**src/irpwd_pkg.sv**
```systemverilog
// Shared types, constants and the length window check for the IR pulse-width decoder.
// Depends on nothing; every other file of the decoder imports it.
package irpwd_pkg;

  localparam int DEF_WORD_BITS = 16;

  localparam int LEN_W     = 16;
  localparam int COUNT_W   = 5;
  localparam int WORD_W    = 16;
  localparam int CFG_IDX_W = 2;

  // Configuration register indexes.
  localparam logic [CFG_IDX_W-1:0] REG_HEADER_LEN = 2'd0;
  localparam logic [CFG_IDX_W-1:0] REG_ZERO_LEN   = 2'd1;
  localparam logic [CFG_IDX_W-1:0] REG_ONE_LEN    = 2'd2;
  localparam logic [CFG_IDX_W-1:0] REG_TOLERANCE  = 2'd3;

  localparam logic [LEN_W-1:0] RST_HEADER_LEN = 16'd2400;
  localparam logic [LEN_W-1:0] RST_ZERO_LEN   = 16'd600;
  localparam logic [LEN_W-1:0] RST_ONE_LEN    = 16'd1200;
  localparam logic [LEN_W-1:0] RST_TOLERANCE  = 16'd150;

  typedef logic [2:0] evt_class_t;

  // Event classes, in order of precedence.
  localparam evt_class_t CLS_HEADER  = 3'd0;
  localparam evt_class_t CLS_TIMEOUT = 3'd1;
  localparam evt_class_t CLS_ZERO    = 3'd2;
  localparam evt_class_t CLS_ONE     = 3'd3;
  localparam evt_class_t CLS_BAD     = 3'd4;

  typedef struct packed {
    logic [LEN_W-1:0] header_len;
    logic [LEN_W-1:0] zero_len;
    logic [LEN_W-1:0] one_len;
    logic [LEN_W-1:0] tolerance;
  } cfg_regs_t;

  // True when |len - target| <= tol.
  function automatic logic len_match(input logic [LEN_W-1:0] len,
                                     input logic [LEN_W-1:0] target,
                                     input logic [LEN_W-1:0] tol);
    logic [LEN_W-1:0] diff;
    diff = (len >= target) ? (len - target) : (target - len);
    return diff <= tol;
  endfunction

endpackage

```
**src/irpwd_front.sv**
```systemverilog
// Front end: accepts pulse events and classifies each against the timing windows.
// Depends on irpwd_pkg.
module irpwd_front import irpwd_pkg::*; (
  input  logic             in_valid,
  output logic             in_ready,
  input  logic [LEN_W-1:0] pulse_len,
  input  logic             timeout_event,
  input  cfg_regs_t        cfg,
  input  logic             q_full,
  output logic             push,
  output evt_class_t       push_class
);

  logic hdr_hit;
  logic zero_hit;
  logic one_hit;

  assign hdr_hit  = len_match(pulse_len, cfg.header_len, cfg.tolerance);
  assign zero_hit = len_match(pulse_len, cfg.zero_len, cfg.tolerance);
  assign one_hit  = len_match(pulse_len, cfg.one_len, cfg.tolerance);

  assign in_ready = !q_full;
  assign push     = in_valid && !q_full;

  // The header window wins over everything, then timeout, then zero, then one.
  always_comb begin
    if (hdr_hit) begin
      push_class = CLS_HEADER;
    end else if (timeout_event) begin
      push_class = CLS_TIMEOUT;
    end else if (zero_hit) begin
      push_class = CLS_ZERO;
    end else if (one_hit) begin
      push_class = CLS_ONE;
    end else begin
      push_class = CLS_BAD;
    end
  end

endmodule

```
**src/irpwd_queue.sv**
```systemverilog
// Two-entry queue of classified events between the front and back ends.
// Depends on irpwd_pkg.
module irpwd_queue import irpwd_pkg::*; (
  input  logic       clk,
  input  logic       rst,
  input  logic       push,
  input  evt_class_t push_class,
  output logic       full,
  input  logic       pop,
  output logic       head_valid,
  output evt_class_t head_class
);

  evt_class_t  entry [2];
  logic        wr_ptr;
  logic        rd_ptr;
  logic [1:0]  count;

  assign full       = (count == 2'd2);
  assign head_valid = (count != 2'd0);
  assign head_class = entry[rd_ptr];

  always_ff @(posedge clk) begin
    if (rst) begin
      wr_ptr <= 1'b0;
      rd_ptr <= 1'b0;
      count  <= 2'd0;
    end else begin
      if (push) begin
        wr_ptr <= !wr_ptr;
      end
      if (pop) begin
        rd_ptr <= !rd_ptr;
      end
      if (push && !pop) begin
        count <= count + 2'd1;
      end else if (pop && !push) begin
        count <= count - 2'd1;
      end
    end
  end

  always_ff @(posedge clk) begin
    if (push) begin
      entry[wr_ptr] <= push_class;
    end
  end

endmodule

```
**src/irpwd_back.sv**
```systemverilog
// Back end: frame state, bit assembly and the output register.
// Depends on irpwd_pkg.
module irpwd_back import irpwd_pkg::*; #(
  parameter int WORD_BITS = DEF_WORD_BITS
) (
  input  logic               clk,
  input  logic               rst,
  input  logic               head_valid,
  input  evt_class_t         head_class,
  output logic               pop,
  output logic               out_valid,
  input  logic               out_ready,
  output logic [COUNT_W-1:0] bit_count,
  output logic [WORD_W-1:0]  rx_word
);

  localparam int CNT_W = $clog2(WORD_BITS + 1);
  localparam logic [CNT_W-1:0] FULL_CNT = CNT_W'(WORD_BITS);

  logic                 frame_open;
  logic                 frame_open_next;
  logic [CNT_W-1:0]     bits_left;
  logic [CNT_W-1:0]     bits_left_next;
  logic [WORD_BITS-1:0] shift_word;
  logic [WORD_BITS-1:0] shift_word_next;
  logic                 emit;
  logic [CNT_W-1:0]     emit_count;
  logic [CNT_W-1:0]     got;
  logic [31:0]          word_ext;

  assign pop = head_valid && (!out_valid || out_ready);
  assign got = FULL_CNT - bits_left;

  always_comb begin
    frame_open_next = frame_open;
    bits_left_next  = bits_left;
    shift_word_next = shift_word;
    emit            = 1'b0;
    emit_count      = got;
    unique case (head_class) inside
      CLS_HEADER: begin
        frame_open_next = 1'b1;
        bits_left_next  = FULL_CNT;
        shift_word_next = '0;
      end
      CLS_TIMEOUT: begin
        if (frame_open) begin
          frame_open_next = 1'b0;
          bits_left_next  = '0;
          emit            = (bits_left != FULL_CNT);
        end
      end
      CLS_ZERO, CLS_ONE: begin
        if (frame_open) begin
          bits_left_next = bits_left - 1'b1;
          // Bits land most significant first, at position bits_left - 1.
          for (int i = 0; i < WORD_BITS; i++) begin
            if ((head_class == CLS_ONE) && (bits_left == CNT_W'(i + 1))) begin
              shift_word_next[i] = 1'b1;
            end
          end
          if (bits_left_next == '0) begin
            frame_open_next = 1'b0;
            emit            = 1'b1;
            emit_count      = FULL_CNT;
          end
        end
      end
      default: begin
        if (frame_open) begin
          frame_open_next = 1'b0;
          bits_left_next  = '0;
        end
      end
    endcase
  end

  assign word_ext = 32'(shift_word_next);

  always_ff @(posedge clk) begin
    if (rst) begin
      frame_open <= 1'b0;
      bits_left  <= '0;
      shift_word <= '0;
      out_valid  <= 1'b0;
    end else begin
      if (pop) begin
        frame_open <= frame_open_next;
        bits_left  <= bits_left_next;
        shift_word <= shift_word_next;
      end
      if (pop && emit) begin
        out_valid <= 1'b1;
      end else if (out_ready) begin
        out_valid <= 1'b0;
      end
    end
  end

  always_ff @(posedge clk) begin
    if (pop && emit) begin
      bit_count <= COUNT_W'(emit_count);
      rx_word   <= word_ext[WORD_W-1:0];
    end
  end

endmodule

```
**src/ir_pulse_width_decoder.sv**
```systemverilog
// IR pulse-width word decoder, top level. Uses irpwd_pkg, irpwd_front, irpwd_queue, irpwd_back.
// Throughput: one event transaction per clock; input stalls only when a held result has filled the two-entry queue.
// Path: the queue registers each accepted event, and the output register takes the result
// when the back end pops the event that finishes it from the queue.
// Reset (rst, synchronous): registers return to their defaults, the frame closes,
// the queue empties and no result is pending.
module ir_pulse_width_decoder import irpwd_pkg::*; #(
  parameter int WORD_BITS = DEF_WORD_BITS
) (
  input  logic                 clk,
  input  logic                 rst,
  // Event channel
  input  logic                 in_valid,
  output logic                 in_ready,
  input  logic [LEN_W-1:0]     pulse_len,
  input  logic                 timeout_event,
  // Result channel
  output logic                 out_valid,
  input  logic                 out_ready,
  output logic [COUNT_W-1:0]   bit_count,
  output logic [WORD_W-1:0]    rx_word,
  // Configuration write channel
  input  logic                 cfg_valid,
  output logic                 cfg_ready,
  input  logic [CFG_IDX_W-1:0] cfg_index,
  input  logic [LEN_W-1:0]     cfg_data
);

  // Configuration registers. Writes are always accepted; software must write them only
  // while the decoder is idle, so the front end sees stable windows; the block does not enforce it.
  cfg_regs_t  cfg;

  logic       push;
  evt_class_t push_class;
  logic       q_full;
  logic       pop;
  logic       head_valid;
  evt_class_t head_class;

  assign cfg_ready = 1'b1;

  always_ff @(posedge clk) begin
    if (rst) begin
      cfg.header_len <= RST_HEADER_LEN;
      cfg.zero_len   <= RST_ZERO_LEN;
      cfg.one_len    <= RST_ONE_LEN;
      cfg.tolerance  <= RST_TOLERANCE;
    end else if (cfg_valid) begin
      unique case (cfg_index)
        REG_HEADER_LEN: cfg.header_len <= cfg_data;
        REG_ZERO_LEN:   cfg.zero_len   <= cfg_data;
        REG_ONE_LEN:    cfg.one_len    <= cfg_data;
        REG_TOLERANCE:  cfg.tolerance  <= cfg_data;
      endcase
    end
  end

  // The front end compares each mark against the header, zero and one windows and
  // reduces the transaction to a class code. It only stalls when the queue is full.
  irpwd_front u_front (
    .in_valid      (in_valid),
    .in_ready      (in_ready),
    .pulse_len     (pulse_len),
    .timeout_event (timeout_event),
    .cfg           (cfg),
    .q_full        (q_full),
    .push          (push),
    .push_class    (push_class)
  );

  // The queue lets the front keep accepting while a result waits to be taken.
  irpwd_queue u_queue (
    .clk        (clk),
    .rst        (rst),
    .push       (push),
    .push_class (push_class),
    .full       (q_full),
    .pop        (pop),
    .head_valid (head_valid),
    .head_class (head_class)
  );

  // The back end owns the frame state. It takes one class code per cycle whenever
  // the output register is free or being emptied in the same cycle.
  irpwd_back #(
    .WORD_BITS (WORD_BITS)
  ) u_back (
    .clk        (clk),
    .rst        (rst),
    .head_valid (head_valid),
    .head_class (head_class),
    .pop        (pop),
    .out_valid  (out_valid),
    .out_ready  (out_ready),
    .bit_count  (bit_count),
    .rx_word    (rx_word)
  );

`ifndef SYNTHESIS
  // The front end must never write into a full queue.
  a_no_push_when_full: assert property (@(posedge clk) disable iff (rst)
    q_full |-> !push)
    else $error("event pushed into a full queue");

  // The back end only consumes events that are present.
  a_pop_needs_head: assert property (@(posedge clk) disable iff (rst)
    pop |-> head_valid)
    else $error("queue popped while empty");

  // A new result only appears right after the back end consumed an event.
  a_result_from_pop: assert property (@(posedge clk) disable iff (rst)
    $rose(out_valid) |-> $past(pop))
    else $error("result appeared without a consumed event");
`endif

endmodule

```
**config.mk**
```make
export PLATFORM = sky130hd
export DESIGN_NAME = ir_pulse_width_decoder
export DESIGN_NICKNAME = d
export VERILOG_FILES = /design/src/irpwd_pkg.sv /design/src/irpwd_front.sv /design/src/irpwd_queue.sv /design/src/irpwd_back.sv /design/src/ir_pulse_width_decoder.sv
export SDC_FILE = /design/constraint.sdc
export NUM_CORES = 1
export LEC_CHECK = 0
export BUFFER_PORTS_ARGS = -buffer_cell sky130_fd_sc_hd__clkbuf_2
export CAP_MARGIN = 20
export CORE_UTILIZATION = 63
export DETAILED_ROUTE_END_ITERATION = 6
export PLACE_DENSITY = 0.82
export SYNTH_ARGS = -nofsm -noshare
export SYNTH_HDL_FRONTEND = slang
export SYNTH_SLANG_ARGS = --single-unit
```
**constraint.sdc**
```tcl
create_clock -name clk -period 5.8 [get_ports clk]
set_input_delay 0.87 -clock clk [delete_from_list [all_inputs] [get_ports clk]]
set_output_delay 0.87 -clock clk [all_outputs]
set_load 0.005 [all_outputs]
```
-- Yosys cells after proc, flatten, opt, wreduce, memory -nomap -nowiden
Memory sizes are Yosys's and may differ from the RTL's. A register that Yosys moved wholly into a read port is not among the register bits.
Index checks and enable logic that the tools add are counted.
Widths: inputs -> output; s select.
- register bits: 112
- memory bits (writable): 6
- bits of input ports: 40
- output and inout bits: 24
- logic and storage cells: 142
- memories kept: 1
- memory list (name ; words ; width ; rd ports ; clocked after Yosys merged registers in ; write ports ; line ; source):
    u_queue.entry ; 2 ; 3 ; 1 ; 1 ; 1 ; irpwd_queue.sv:14 ; evt_class_t entry [2];
- add/subtract/negate cells: 10
- magnitude comparators: 6
- equal/unequal tests: 25
- mux-type cells: 46
- reductions and logical operators: 41
- operators by type and width (operator ; count):
    $sub 16x16->16 ; 6
    $mux 16 ; 4
    $ge 16x16->1 ; 3
    $le 16x16->1 ; 3
    $eq 5x4->1 const B ; 8
    $pmux 16 s2 ; 1
    $mux 1 ; 27
    $mux 5 ; 5
    $logic_and 1x1->1 ; 21
    $eq 5x3->1 const B ; 4
    $mux 3 ; 4
    $eq 5x2->1 const B ; 2
    $pmux 5 s2 ; 1
    $reduce_and 2->1 ; 4
    $reduce_bool 2->1 ; 4
    $eq 2x2->1 const B ; 3
    $eq 3x2->1 const B ; 2
    $logic_not 1->1 ; 6
    $eq 5x1->1 const B ; 1
    $eq 5x5->1 const B ; 1
    $logic_not 5->1 ; 1
    $ne 5x5->1 const B ; 1
    $sub 5x1->5 const B ; 1
    $sub 5x5->5 const A ; 1
    other kinds (12) ; 14

-- Depth between registers and ports, before layout
- depth in word-level cells: 7
- gate-level depth with buffers: 20
- gate-level depth less buffers: 19

-- Cells and area by module
From an unflattened synthesis, not the netlist that was laid out.
- cells, all modules: 1204
- area total of the unflattened synthesis: 10528.8 um2
- by module, submodules not included (module ; instances ; cells an instance ; area an instance (um2) ; seq. area each (um2)):
    irpwd_front ; 1 ; 753 ; 5565.3 ; 0.0
    ir_pulse_width_decoder ; 1 ; 244 ; 2570.0 ; 1281.2
    irpwd_back ; 1 ; 176 ; 1969.4 ; 1091.0
    irpwd_queue ; 1 ; 31 ; 424.2 ; 280.3

-- Least setup slack after synthesis
Ideal clock, no wire load.
- path kind: input -> register
- start: input pulse_len[1]
- end: memory u_queue.entry[0][0] in the netlist's numbering (data pin)
- library setup time: 0.272 ns
- arrival: 4.080 ns
- required time: 5.528 ns
- setup slack: 1.447 ns
- stages: 15
- buffers on the path: 0
- cell sequence: inv_1 > fa_1 > a21o_1 > a21oi_1 > o21ai_1 > a211o_1 > a311oi_1 > a21oi_1 > xor2_1 > ha_1 > nand4_1 > or2_2 > o311a_1 > o311ai_0 > a21oi_1
- longest elaborated chain between the ends: 7
- elaborated cells on any way between the ends: 19
- those cells by class: 6 x add/sub; 6 x order compare; 7 x mux
- RTL lines (item ; line ; source):
    from (decl) ; ir_pulse_width_decoder.sv:15 ; input logic [LEN_W-1:0] pulse_len,
    $sub 16x16->16 / $ge 16x16->1 (equally long branches) ; irpwd_pkg.sv:44 ; diff = (len >= target) ? (len - target) : (target - len);
    $mux 16 ; irpwd_pkg.sv:44 ;
    $le 16x16->1 ; irpwd_pkg.sv:45 ; return diff <= tol;
    $mux 3 ; irpwd_front.sv:33 ; end else if (one_hit) begin
    $mux 3 ; irpwd_front.sv:31 ; end else if (zero_hit) begin
    $mux 3 ; irpwd_front.sv:29 ; end else if (timeout_event) begin
    $mux 3 * ; irpwd_front.sv:27 ; if (hdr_hit) begin
    via push_class[0] ; ir_pulse_width_decoder.sv:34 ; evt_class_t push_class;
    to (decl) ; irpwd_queue.sv:14 ;
Mark *: on every way through the listed nets, which the timed path passes. The rest lies on a longest branch.

-- Worst setup path after layout
- start: input pulse_len[0]
- end: memory u_queue.entry[1][2] in the netlist's numbering (data pin)
The elaborated chain is that of the path after synthesis.

==> run metrics <==
Cell variety after synth=83; pwr dens=273 nW/um2; final setup violation count=0; multiplexer share of the synthesized area=3.37%; DR WL/cell=20.1 um; max-cap violations=0; worst-margin pin slew=1060 ps; RSZ-0062 raised after global routing=false; main combinational cell family by area after synthesis=compound AO/OA/AOI/OAI gates; Post-Synth Adder-Cell Area=19.2%; Post-Synth Simple-Gate Area=16.7%; pre-CTS WS=515 ps; status=complete, no violations; 1st-pass router iterations=6; share of post-route cells with drive strength above 1=10.3%; post-CTS sizing=0; Vias=9398; CTS tree=built; grt met2 use=61.9%; # rows=46; Syn Nets=1462; most instantiated library cell after synthesis=a21oi_1; Sw Ratio=37.7%; TritonCTS Sinks=119; first-pass GRT wire length=46.7 mm; Area Growth Syn to Fin=8.69%; Layout Nets=1488; final wirelength=30.6 mm; Post-CTS Hold Buffers=0; Post-synth EDFFs=27; TNS Setup=0 ps; Clk pwr share=34.0%; number of post-CTS setup repair buffers=0; Initial Util=64.6%; initial antenna violation count=0; die width=130 um; placed inst area=10600 um2; Crit. End Element=flip-flop; Die Area=16800 um2; M1 GR Usage=44.8%; leak pwr=4.92 nW; grt met3 use=8.05%; Post-synth ARST share=0%; worst hold start=cfg[63]$_SDFFE_PP0P_; largest cells by area after synthesis=ha_1 (18%), dfxtp_1 (18%), a21oi_1 (8.2%); pin count of the biggest net entering global routing=79; Pint=1.90 mW; Via density=6.17; Comb power frac=34.6%; Final min period=5070 ps; post-synth top area share=18.0%; post-route cell area=11200 um2; Slew Limit Fails=0; worst setup margin=727 ps; cell family with most CP delay=compound AO/OA/AOI/OAI gates; list of most frequent post-synthesis cells=a21oi_1 (169), ha_1 (148), nand2_1 (148); Sw Pwr=1.15 mW; final hold vios=0; gr busiest metal=met2; Antenna Nets Post-Route=0; GRT overflow=0; Mean Syn Cell Area=8.09 um2; DRC violations left=0; Ports=64; Worst EP arrival=5290 ps; Post-Syn Instances=1268; Core ar.=15900 um2; Ys Warns=0; WHS Path Cells=2; CP cell instances=clkbuf_2, inv_1, ha_1, inv_1, fa_1, a21oi_1, o211ai_1, o21bai_1, a21o_1, buf_4, mux2_2, ha_1, nor2b_1, o21a_1, o21a_1, o21bai_1, a21oi_1, o21ai_0, nor4_1; CTS max path bufs=2; diode count=0; Hold WC Path Type=flip-flop to flip-flop; Yosys top cell by area=ha_1; Synth Register Bits=119; Final Cycle Share=87.5%; Total Power=3.05 mW; crit path max-delay cell type=a21o_1; CP Max Fanout=11; Reg clk slew, reported paths=60 ps; GRT Resource Usage Total=37.2%; sequential share of power=31.4%; depth of the most critical reg-to-reg path=17; post-synthesis compound-gate area fraction=23.4%; WP data required=6020 ps; R2R Setup Slk=1030 ps; Seq/Total Area, Yosys=25.9%; Hold Path End=cfg[63]$_SDFFE_PP0P_; Port Buffers=62; Worst Skew=12.0 ps; reg-to-reg startpoint=cfg[32]$_SDFFE_PP0P_; RePlAce Congestion=1.02; Crit path largest cell delay=480 ps; DP HPWL=23.7 mm; leading register cell type out of synthesis=dfxtp_1; Post-Route Utilization=70.2%; RR Endpoint=u_queue.entry[1][2]$_DFFE_PP_; Root Buffer=clkbuf_16; headroom to the max-slew limit=29.2%; WP buf/inv=4; vias in the first global route=8717; DRT iter0 DRCs=891; XOR/XNOR Fraction of Synth Area=4.18%; Setup Crit Path Kind=input port to flip-flop; VDD IR max=0.233 mV; Startpoint Class=input port; Post-Syn Area=10300 um2; total CTS buffers=17; fmax=0.197 GHz; H-Tree Depth=4; Skew-Pair Late Insertion Delay=440 ps; overall die height=130 um
worst max-delay path by stage:
stage	slack (ps)	cells past startpoint	start	to
after floorplan	1450	15	pulse_len[1]	u_queue.entry[0][0]$_DFFE_PP_
after global placement	540	18	pulse_len[0]	u_queue.entry[0][0]$_DFFE_PP_
after detailed placement	520	19	pulse_len[0]	u_queue.entry[1][2]$_DFFE_PP_
after CTS	910	19	pulse_len[0]	u_queue.entry[1][2]$_DFFE_PP_
after global routing	560	19	pulse_len[0]	u_queue.entry[1][2]$_DFFE_PP_
final	730	19	pulse_len[0]	u_queue.entry[1][2]$_DFFE_PP_
through the flow:
| stage | std cells | hold WS (ps) |
|---|---|---|
| 6_report | 1523 | 454 |
| 5_1_grt | 1523 | 473 |
| 4_1_cts | 1522 | 455 |
| 3_5_place_dp | 1490 | 446 |
| 3_3_place_gp | 1490 | 441 |
| 2_1_floorplan | 1268 | 436 |
placed cells by master (no fill, tap or decap), types with 12 or more instances in the layout:
cell type and count:
o21bai_1 14, ha_1 148, nand3_1 18, nor2b_1 14
xnor2_1 30, o21ai_0 43, a211o_1 14, clkbuf_16 17
mux2i_1 30, and2_1 12, a21oi_1 169, a211oi_1 13
clkbuf_2 62, nand4_1 17, a21o_1 39, o211ai_1 12
nand2_1 148, inv_1 107, dfxtp_1 92, nor2_1 91
xor2_1 19, edfxtp_1 27
worst min-delay path, delay by kind of cell, from the launching register on:
kind | cells | cell delay [ps]
AO/OA/AOI/OAI | 1 | 50
flip-flops | 1 | 310
AND/OR/NAND/NOR | 1 | 50
kinds of logic after synthesis:
kind of cell,count (synthesis)
compound gates,376
xor+xnor,49
fa+ha+maj,154
buf+inv,172
flops,119
mux,34
other cells,1
simple gates,363
layer usage:
layer	routed length, um	vias to the layer above
met2	14200	507
li1	-	4504
met4	1650	0
met5	0	-
met3	2510	112
met1	12200	4275
cell type report:
| type | count | area (um2) |
|---|---|---|
| Clock buffer | 17 | 425 |
| Clock inverter | 15 | 146 |
| Fill cell | 1323 | 4730 |
| Inverter | 107 | 402 |
| Multi-Input combinational cell | 977 | 6870 |
| Sequential cell | 119 | 2650 |
| Tap cell | 216 | 270 |
| Timing Repair Buffer | 72 | 385 |
power by group through the flow:
stage / registers (mW) / logic (mW) / clock network [mW]
after floorplan: 0.955 / 0.783 / 0
after global placement: 0.973 / 1.00 / 0
after detailed placement: 0.975 / 1.01 / 0
after CTS: 0.958 / 1.03 / 1.03
after global routing: 0.965 / 1.16 / 1.07
final: 0.958 / 1.06 / 1.04
registers in the layout, indices dropped and copies added (netlist names), named ones only:
signal             count
cfg                   64
u_back.bit_count       5
u_back.bits_left       5
u_back.frame_open      1
u_back.out_valid       1
u_back.rx_word        16
u_back.shift_word     16
u_queue.count          2
u_queue.entry          6
u_queue.rd_ptr         1
u_queue.wr_ptr         1
No activity file was read; power rests on OpenSTA's default activity.
